==> config.mk <==
export PLATFORM = sky130hd
export DESIGN_NAME = first_fit_region_allocator
export DESIGN_NICKNAME = d
export VERILOG_FILES = /design/src/hw/rtl/ffra_pkg.sv /design/src/hw/rtl/ffra_ram.sv /design/src/hw/rtl/first_fit_region_allocator.sv
export VERILOG_INCLUDE_DIRS = /design/src /design/src/hw/rtl
export SDC_FILE = /design/constraint.sdc
export NUM_CORES = 2
export LEC_CHECK = 0
export BUFFER_PORTS_ARGS = -buffer_cell sky130_fd_sc_hd__buf_2
export CORE_ASPECT_RATIO = 2
export CORE_MARGIN = 2
export CORE_UTILIZATION = 50
export CTS_CLUSTER_SIZE = 14
export DETAILED_ROUTE_END_ITERATION = 10
export PLACE_DENSITY = 0.72
export SLEW_MARGIN = 20
export SYNTH_ARGS = -nofsm -noshare
export SYNTH_HDL_FRONTEND = slang
export SYNTH_HIERARCHICAL = 1
export SYNTH_SLANG_ARGS = --single-unit
==> constraint.sdc <==
create_clock -name clk -period 28.7 [get_ports clk]
set_input_delay 1.435 -clock clk [delete_from_list [all_inputs] [get_ports clk]]
set_output_delay 1.435 -clock clk [all_outputs]
set_load 0.05 [all_outputs]
==> src/hw/rtl/first_fit_region_allocator_defines.svh <==
// Assertion macros shared by the allocator RTL.
`ifndef FIRST_FIT_REGION_ALLOCATOR_DEFINES_SVH
`define FIRST_FIT_REGION_ALLOCATOR_DEFINES_SVH
`ifndef ASSERT_OFF
`define FFRA_ASSERT(lbl, clk, rst_n, prop, msg) \
    lbl: assert property (@(posedge clk) disable iff (!rst_n) prop) else $error(msg);
`define FFRA_ASSERT_ALWAYS(lbl, clk, prop, msg) \
    lbl: assert property (@(posedge clk) prop) else $error(msg);
`else
`define FFRA_ASSERT(lbl, clk, rst_n, prop, msg)
`define FFRA_ASSERT_ALWAYS(lbl, clk, prop, msg)
`endif
`endif

==> src/hw/rtl/ffra_pkg.sv <==
`timescale 1ns / 1ps
// ----------------------------------------------------------------------------
// ffra_pkg
// Types and codes for the first-fit region allocator.
// ----------------------------------------------------------------------------
package ffra_pkg;
    localparam int unsigned FieldBits = 32;

    typedef enum logic [2:0] {
        ST_OK        = 3'd0,
        ST_BAD_ID    = 3'd1,
        ST_NO_SPACE  = 3'd2,
        ST_NOT_ALLOC = 3'd3,
        ST_LIST_FULL = 3'd4
    } status_t;

    typedef enum logic {
        FUNC_ALLOC = 1'b0,
        FUNC_FREE  = 1'b1
    } func_t;

    typedef enum logic {
        CFG_HEAP_BASE  = 1'b0,
        CFG_HEAP_LIMIT = 1'b1
    } cfg_idx_t;

    typedef struct packed {
        func_t                 func;
        logic [4:0]            region_id;
        logic [FieldBits-1:0]  size;
    } req_t;

    typedef struct packed {
        status_t               status;
        logic [FieldBits-1:0]  addr;
    } rsp_t;

    typedef enum logic [3:0] {
        S_IDLE,
        S_RREG,      // region entry read in flight
        S_DECIDE,    // region entry available
        S_SRCH,      // hole entry read in flight
        S_SCHK,      // hole entry available, check fit
        S_DRD,       // drop: read next hole
        S_DWR,       // drop: write it one lower
        S_PRD,       // push: read hole below
        S_PWR,       // push: write it one higher
        S_PHEAD,     // push: write head
        S_DONE
    } fsm_t;
endpackage

==> src/hw/rtl/ffra_ram.sv <==
`timescale 1ns / 1ps
// ----------------------------------------------------------------------------
// ffra_ram
// Single-port synchronous RAM with registered read.
// ----------------------------------------------------------------------------
module ffra_ram #(
    parameter int unsigned WIDTH = 32,
    parameter int unsigned DEPTH = 16
) (
    input  logic                     clk,
    input  logic                     we,
    input  logic [$clog2(DEPTH)-1:0] addr,
    input  logic [WIDTH-1:0]         wdata,
    output logic [WIDTH-1:0]         rdata
);
    logic [WIDTH-1:0] mem [DEPTH];

    always_ff @(posedge clk)
    begin
        if (we)
        begin
            mem[addr] <= wdata;
        end
        rdata <= mem[addr];
    end
endmodule

==> src/hw/rtl/first_fit_region_allocator.sv <==
`timescale 1ns / 1ps
// ----------------------------------------------------------------------------
// first_fit_region_allocator
// Region table plus newest-first hole list, first-fit search, break pointer.
// ----------------------------------------------------------------------------
// channel | direction | valid     | stall     | payload
// req     | in        | req_valid | req_stall | req   (ffra_pkg::req_t)
// rsp     | out       | rsp_valid | rsp_stall | rsp   (ffra_pkg::rsp_t)
// cfg     | in        | cfg_we    | -         | cfg_index, cfg_data
//
// One word at a time. Cost is dominated by the single-port hole RAM:
// table read and decide after acceptance, a read and a check per hole probed,
// a read and a write per hole shifted on a drop or a push (plus the head write
// on a push), then the result is presented and the block returns to idle.
// Region table is valid-bit backed, so reset clears it at once; no sweep.
// A result held by rsp_stall blocks the next word until taken.
`include "first_fit_region_allocator_defines.svh"
module first_fit_region_allocator #(
    parameter int unsigned REGION_SLOTS = 32,
    parameter int unsigned HOLE_SLOTS   = 16,
    parameter int unsigned ADDR_BITS    = 32
) (
    input  logic                       clk,
    input  logic                       rst_n,
    input  logic                       req_valid,
    output logic                       req_stall,
    input  ffra_pkg::req_t             req,
    output logic                       rsp_valid,
    input  logic                       rsp_stall,
    output ffra_pkg::rsp_t             rsp,
    input  logic                       cfg_we,
    input  logic                       cfg_index,
    input  logic [31:0]                cfg_data
);
    localparam int unsigned RB = $clog2(REGION_SLOTS);
    localparam int unsigned HB = $clog2(HOLE_SLOTS);
    localparam int unsigned CB = $clog2(HOLE_SLOTS + 1);
    localparam int unsigned FB = ffra_pkg::FieldBits;

    // ---------------- state ----------------
    ffra_pkg::fsm_t          state_reg, state_next;
    ffra_pkg::req_t          req_reg, req_next;
    logic [ADDR_BITS-1:0]    base_reg, base_next;
    logic [ADDR_BITS-1:0]    limit_reg, limit_next;
    logic [ADDR_BITS-1:0]    brk_reg, brk_next;
    logic [CB-1:0]           cnt_reg, cnt_next;
    logic [CB-1:0]           idx_reg, idx_next;
    logic [REGION_SLOTS-1:0] rvalid_reg, rvalid_next;
    ffra_pkg::rsp_t          rsp_reg, rsp_next;
    logic [2*ADDR_BITS-1:0]  tmp_reg, tmp_next;   // freed hole waiting for the head write

    // ---------------- memories ----------------
    logic                   r_we;
    logic [RB-1:0]          r_addr;
    logic [2*ADDR_BITS-1:0] r_wdata, r_rdata;
    logic                   h_we;
    logic [HB-1:0]          h_addr;
    logic [2*ADDR_BITS-1:0] h_wdata, h_rdata;

    ffra_ram #(.WIDTH(2*ADDR_BITS), .DEPTH(REGION_SLOTS)) u_region (
        .clk(clk), .we(r_we), .addr(r_addr), .wdata(r_wdata), .rdata(r_rdata));
    ffra_ram #(.WIDTH(2*ADDR_BITS), .DEPTH(HOLE_SLOTS)) u_hole (
        .clk(clk), .we(h_we), .addr(h_addr), .wdata(h_wdata), .rdata(h_rdata));

    // region entry seen through its valid bit (unwritten reads as unused)
    logic [ADDR_BITS-1:0] rs, re, hs, he, sz;
    logic [RB-1:0]        rid;
    logic [ADDR_BITS:0]   bp_sum;
    assign rid = req_reg.region_id[RB-1:0];
    assign rs = rvalid_reg[rid] ? r_rdata[2*ADDR_BITS-1:ADDR_BITS] : '0;
    assign re = rvalid_reg[rid] ? r_rdata[ADDR_BITS-1:0] : '0;
    assign hs = h_rdata[2*ADDR_BITS-1:ADDR_BITS];
    assign he = h_rdata[ADDR_BITS-1:0];
    assign sz = ADDR_BITS'(req_reg.size);
    assign bp_sum = {1'b0, brk_reg} + {1'b0, sz};

    logic                 id_bad;
    logic [ADDR_BITS-1:0] span;
    logic                 size_hi;
    generate
        if (ADDR_BITS < FB)
        begin : g_narrow
            assign size_hi = |req_reg.size[FB-1:(ADDR_BITS < FB ? ADDR_BITS : 0)];
        end
        else
        begin : g_wide
            assign size_hi = 1'b0;
        end
    endgenerate
    assign id_bad = (32'(req_reg.region_id) >= REGION_SLOTS);
    assign span   = he - hs;

    always_ff @(posedge clk or negedge rst_n)
    begin
        if (!rst_n)
        begin
            state_reg  <= ffra_pkg::S_IDLE;
            base_reg   <= '0;
            limit_reg  <= '1;
            brk_reg    <= '0;
            cnt_reg    <= '0;
            rvalid_reg <= '0;
        end
        else
        begin
            state_reg  <= state_next;
            base_reg   <= base_next;
            limit_reg  <= limit_next;
            brk_reg    <= brk_next;
            cnt_reg    <= cnt_next;
            rvalid_reg <= rvalid_next;
        end
    end

    always_ff @(posedge clk)
    begin
        req_reg <= req_next;
        idx_reg <= idx_next;
        rsp_reg <= rsp_next;
        tmp_reg <= tmp_next;
    end

    always_comb
    begin
        state_next  = state_reg;
        req_next    = req_reg;
        base_next   = base_reg;
        limit_next  = limit_reg;
        brk_next    = brk_reg;
        cnt_next    = cnt_reg;
        idx_next    = idx_reg;
        rvalid_next = rvalid_reg;
        rsp_next    = rsp_reg;
        tmp_next    = tmp_reg;
        r_we    = 1'b0;
        r_addr  = rid;
        r_wdata = '0;
        h_we    = 1'b0;
        h_addr  = idx_reg[HB-1:0];
        h_wdata = tmp_reg;
        req_stall = (state_reg != ffra_pkg::S_IDLE);
        rsp_valid = (state_reg == ffra_pkg::S_DONE);
        rsp       = rsp_reg;

        if (cfg_we)
        begin
            case (cfg_index)
                ffra_pkg::CFG_HEAP_BASE:
                begin
                    base_next = ADDR_BITS'(cfg_data);
                    brk_next  = ADDR_BITS'(cfg_data);
                end
                ffra_pkg::CFG_HEAP_LIMIT: limit_next = ADDR_BITS'(cfg_data);
                default: ;
            endcase
        end

        case (state_reg)
            ffra_pkg::S_IDLE:
            begin
                if (req_valid)
                begin
                    req_next   = req;
                    r_addr     = req.region_id[RB-1:0];
                    state_next = ffra_pkg::S_RREG;
                end
            end
            ffra_pkg::S_RREG: state_next = ffra_pkg::S_DECIDE;
            ffra_pkg::S_DECIDE:
            begin
                rsp_next.addr = '0;
                if (id_bad)
                begin
                    rsp_next.status = ffra_pkg::ST_BAD_ID;
                    state_next      = ffra_pkg::S_DONE;
                end
                else if (req_reg.func == ffra_pkg::FUNC_ALLOC)
                begin
                    idx_next = '0;
                    if (cnt_reg != '0)
                    begin
                        h_addr     = '0;
                        state_next = ffra_pkg::S_SRCH;
                    end
                    else
                    begin
                        state_next = ffra_pkg::S_SCHK;
                    end
                end
                else if (rs == '0 && re == '0)
                begin
                    rsp_next.status = ffra_pkg::ST_NOT_ALLOC;
                    state_next      = ffra_pkg::S_DONE;
                end
                else if (rs >= re)
                begin
                    r_we = 1'b1;
                    rvalid_next[rid] = 1'b0;
                    rsp_next.status  = ffra_pkg::ST_NOT_ALLOC;
                    state_next       = ffra_pkg::S_DONE;
                end
                else if (32'(cnt_reg) >= HOLE_SLOTS)
                begin
                    rsp_next.status = ffra_pkg::ST_LIST_FULL;
                    state_next      = ffra_pkg::S_DONE;
                end
                else
                begin
                    r_we = 1'b1;
                    rvalid_next[rid] = 1'b0;
                    tmp_next = {rs, re};   // hole to push
                    rsp_next.status = ffra_pkg::ST_OK;
                    idx_next = cnt_reg;
                    if (cnt_reg == '0)
                    begin
                        state_next = ffra_pkg::S_PHEAD;
                    end
                    else
                    begin
                        h_addr     = HB'(cnt_reg - 1'b1);
                        state_next = ffra_pkg::S_PRD;
                    end
                end
            end
            ffra_pkg::S_SRCH: state_next = ffra_pkg::S_SCHK;
            ffra_pkg::S_SCHK:
            begin
                if (idx_reg < cnt_reg && he >= hs && !size_hi && sz <= span)
                begin
                    r_we    = 1'b1;
                    r_wdata = {hs, hs + sz};
                    rvalid_next[rid] = 1'b1;
                    rsp_next.status  = ffra_pkg::ST_OK;
                    rsp_next.addr    = FB'(hs);
                    if (sz < span)
                    begin
                        h_we       = 1'b1;
                        h_wdata    = {hs + sz, he};
                        state_next = ffra_pkg::S_DONE;
                    end
                    else if (idx_reg + 1'b1 < cnt_reg)
                    begin
                        h_addr     = HB'(idx_reg + 1'b1);
                        state_next = ffra_pkg::S_DRD;
                    end
                    else
                    begin
                        cnt_next   = cnt_reg - 1'b1;
                        state_next = ffra_pkg::S_DONE;
                    end
                end
                else if (idx_reg + 1'b1 < cnt_reg)
                begin
                    idx_next   = idx_reg + 1'b1;
                    h_addr     = HB'(idx_reg + 1'b1);
                    state_next = ffra_pkg::S_SRCH;
                end
                else if (brk_reg > limit_reg || size_hi || sz > limit_reg - brk_reg)
                begin
                    rsp_next.status = ffra_pkg::ST_NO_SPACE;
                    rsp_next.addr   = '0;
                    state_next      = ffra_pkg::S_DONE;
                end
                else
                begin
                    r_we    = 1'b1;
                    r_wdata = {brk_reg, bp_sum[ADDR_BITS-1:0]};
                    rvalid_next[rid] = 1'b1;
                    rsp_next.status  = ffra_pkg::ST_OK;
                    rsp_next.addr    = FB'(brk_reg);
                    brk_next         = bp_sum[ADDR_BITS-1:0];
                    state_next       = ffra_pkg::S_DONE;
                end
            end
            ffra_pkg::S_DRD:
            begin
                // hold the read on the entry above; it lands in S_DWR
                h_addr     = HB'(idx_reg + 1'b1);
                state_next = ffra_pkg::S_DWR;
            end
            ffra_pkg::S_DWR:
            begin
                h_we    = 1'b1;
                h_wdata = h_rdata;
                if (idx_reg + 2'd2 < cnt_reg)
                begin
                    idx_next   = idx_reg + 1'b1;
                    state_next = ffra_pkg::S_DRD;
                end
                else
                begin
                    cnt_next   = cnt_reg - 1'b1;
                    state_next = ffra_pkg::S_DONE;
                end
            end
            ffra_pkg::S_PRD:
            begin
                h_addr     = HB'(idx_reg - 1'b1);
                state_next = ffra_pkg::S_PWR;
            end
            ffra_pkg::S_PWR:
            begin
                h_we    = 1'b1;
                h_wdata = h_rdata;
                idx_next = idx_reg - 1'b1;
                if (idx_reg == CB'(1))
                begin
                    state_next = ffra_pkg::S_PHEAD;
                end
                else
                begin
                    state_next = ffra_pkg::S_PRD;
                end
            end
            ffra_pkg::S_PHEAD:
            begin
                h_we       = 1'b1;
                h_addr     = '0;
                h_wdata    = tmp_reg;
                cnt_next   = cnt_reg + 1'b1;
                state_next = ffra_pkg::S_DONE;
            end
            ffra_pkg::S_DONE:
            begin
                if (!rsp_stall)
                begin
                    state_next = ffra_pkg::S_IDLE;
                end
            end
            default: state_next = ffra_pkg::S_IDLE;
        endcase
    end

    `FFRA_ASSERT(a_cnt_bound, clk, rst_n, (32'(cnt_reg) <= HOLE_SLOTS), "hole count over capacity")
    `FFRA_ASSERT(a_rsp_hold, clk, rst_n, (rsp_valid && rsp_stall) |=> (rsp_valid && $stable(rsp)), "result changed under stall")
    `FFRA_ASSERT(a_one_word, clk, rst_n, rsp_valid |-> req_stall, "request taken while result pending")
    `FFRA_ASSERT(a_ok_status, clk, rst_n, (rsp_valid && rsp.status != ffra_pkg::ST_OK) |-> (rsp.addr == '0), "failed result with address")
endmodule

==> flow_summary.ini <==
[timing]
timing.fmax_mhz = 95.0
finalCritPeriodShare_pct = 36.7
hold_violations = 0
rsz0062_at_grt = no
worst_pin_slew_ns = 1.32
finalSetupViolCount = 0
finalClockSkew_ns = 0.0730
slew_violations = 0
fin_crit_ns = 10.52
hold_slack_ns = 0.486
fin_tns_setup_ns = 0
maxSlewHeadroom_pct = 11.2

[clock_network]
cts_max_path_buffers = 4
clkLatencyLatePin_ns = 0.91
root_buffer = clkbuf_16
clock-sinks = 3447
ctsHoldBuffers = 0
cts.clk_slew.worst_paths_ns = 0.07
cts_resized = 0
cts_tree = built
numCtsBuffers = 297
ctsHtreeMaxLevel = 5
cts_setup_buffers = 0

[setup_path]
start_kind = flip-flop
end_kind = flip-flop
cp.required_ns = 29.41
criticalPathCategory = reg2reg
cp.arrival_ns = 11.23
critPathMaxFanout = 65

[job]
max_cap_viol_count = 0

[grt]
grt_pass1_wl_um = 566000
grt_antenna_before_repair = 53
grt_overflow = 0
grt.total_usage_pct = 28.0
grt_pass1_vias = 78900
grt_max_degree = 135

[placed_design]
port_buffers = 112
dpl.hpwl_um = 258000
routabilityCongestion = 0.989

[yosys]
syn_nets = 8474
yosys_warnings = 6
synthTopCellsByArea = edfxtp_1 69%, mux2i_1 7.4%, mux4_2 4.3%
async_flop_share_pct = 3.05
syn_avg_cell_area_sq_um = 17.1
postSynthCellCount = 8152
ys_types = 89
yosysMostFrequentCell = edfxtp_1
synth.cell_area_sq_um = 140000
ys_seq_elements = 3447
synth_ff_type = edfxtp_1
yosysTopAreaCellShare_pct = 69.1
synth_enable_flop_cells = 3214
synth_area_leader_cell = edfxtp_1
synthTopCellsByCount = 3214 x edfxtp_1, 1029 x mux2i_1, 551 x o22ai_1
ys_seq_area_share_pct = 72.8

[detailed_routing]
drtIter0Drc = 9366
viasPerCell = 6.42
first_pass_iters = 6
drt_wl_total_um = 402000
final_antenna_net_count = 0
avgRoutedWirePerCell_um = 32.7
vias = 78900
drcViolationCount = 0

[finish]
largestRegisters = u_region/mem (2048), u_hole/mem (1024)
drive_gt1_share_pct = 13.9
nets = 8686
area_delta_synth_final_pct = 10.4
largest_reg_flops = 2048
largest-register = u_region/mem

[power]
power_mw = 15.0
powerDensity_nw_per_um2 = 97.3
leakagePower_nw = 56.5
ir_drop_uv = 150

[floorplan]
die_w_um = 378
dieHeight_um = 751
num_rows = 274
start_util_pct = 50.2
die_area_sq_um = 284000
coreArea_sq_um = 278000
io_pins = 113

[min_path]
hp-class = reg2reg

[status]
status = finished clean
critical path, cell delays in order (launching register included):
cell and delay (ns):
edfxtp_1 0.79, mux4_2 0.60, a32oi_1 0.28, nand4_1 0.13, buf_4 0.29, and2_1 0.30
ha_1 0.36, nand4_1 0.11, nor3_1 0.75, o211ai_1 0.23, o31ai_2 1.09, a21oi_1 0.42
and2_1 0.33, nor2_1 0.19, o21a_1 0.15, a221o_4 0.24, buf_4 0.60, buf_4 0.60
buf_4 0.67, buf_4 0.79, mux4_2 0.60, a22oi_1 0.41, nand2_1 0.15
final timing paths:
| path | cells past startpoint | startpoint | to | slack [ns] |
|---|---|---|---|---|
| max | 22 | rid[0] | u_hole/rdata[4] | 18.18 |
| min in group asynchronous | 1 | rst_n | asynchronous set/reset pin | 0.54 |
| min | 1 | flip-flop | flip-flop | 0.49 |
| min reg2reg | 1 | flip-flop | flip-flop | 0.49 |
| max reg2reg | 22 | rid[0] | u_hole/rdata[4] | 18.18 |
| max in group asynchronous | 2 | rst_n | brk_reg[4] | 26.86 |
cell usage in the layout, fill, tap and decap left out, types with 32 or more instances in the layout:
| cell type | netlist | layout |
|---|---|---|
| mux2_2 | 76 | 76 |
| and2_1 | 38 | 36 |
| mux4_2 | 264 | 264 |
| nor2_4 | 0 | 43 |
| buf_2 | 214 | 111 |
| dfstp_2 | 32 | 32 |
| xor2_1 | 48 | 47 |
| edfxtp_1 | 3214 | 3214 |
| a21oi_1 | 197 | 196 |
| mux2i_1 | 1029 | 1029 |
| ha_1 | 242 | 242 |
| xnor2_1 | 72 | 72 |
| nand3_1 | 42 | 42 |
| nand2_1 | 377 | 363 |
| nor3_1 | 73 | 65 |
| dfrtp_1 | 73 | 73 |
| o22ai_1 | 551 | 521 |
| a22oi_1 | 139 | 139 |
| dfxtp_1 | 128 | 128 |
| nor2_1 | 175 | 131 |
| nor4_1 | 145 | 138 |
| buf_4 | 15 | 191 |
| o21ai_0 | 174 | 165 |
| clkbuf_16 | 0 | 300 |
| inv_1 | 173 | 172 |
| clkbuf_1 | 118 | 126 |
| a21o_1 | 81 | 80 |
power by group:
part | internal (mW) | switching (mW) | leakage, nW | total [mW]
clock | 2.00 | 1.75 | 4.10 | 3.74
sequential | 5.94 | 0.257 | 35.4 | 6.20
combinational | 1.87 | 3.20 | 17.0 | 5.07
metrics by stage:
step | instance area, sq um | worst slack, ns | utilization [%] | cells
2_1_floorplan | 140000 | 17.79 | - | 8152
3_3_place_gp | 145000 | 18.43 | 52.3 | 11800
3_5_place_dp | 145000 | 18.49 | 52.3 | 11800
4_1_cts | 154000 | 18.46 | 55.4 | 12300
5_1_grt | 154000 | 17.63 | 55.4 | 12300
6_report | 154000 | 18.18 | 55.5 | 12300
kinds of logic (layout without fill, tap and decap cells):
logic type / after synthesis / after routing / share of synthesized area, %
DFF: 3447 / 3447 / 72.8
AOI/OAI and AO/OA: 1362 / 1362 / 6.30
xor gates and xnor gates: 120 / 120 / 0.752
adders and majority gates: 246 / 246 / 2.23
muxes: 1387 / 1387 / 12.4
other: 0 / 25 / 0
and+or+nand+nor: 1014 / 1014 / 3.55
buffers and inverters: 576 / 962 / 1.94
metal layers:
layer  wire length (um)  GRT usage, %  share of wire (%)
met1             136000          32.5                 34
met2             208000          49.5                 52
met3              32600          4.26                8.1
met4              26200          15.7                6.5
met5                103             0              0.026
final cells by class:
cell class                 count  area (sq um)
inverter                     173           649
timing repair buffer         316          2300
multi-input combinational   4129         36200
clock inverter                37           398
sequential                  3447        102000
clock buffer                 436          8120
tap                         3726          4660
fill                       20900        124000
antenna                       25          62.6
No activity file was read; power rests on OpenSTA's default activity.
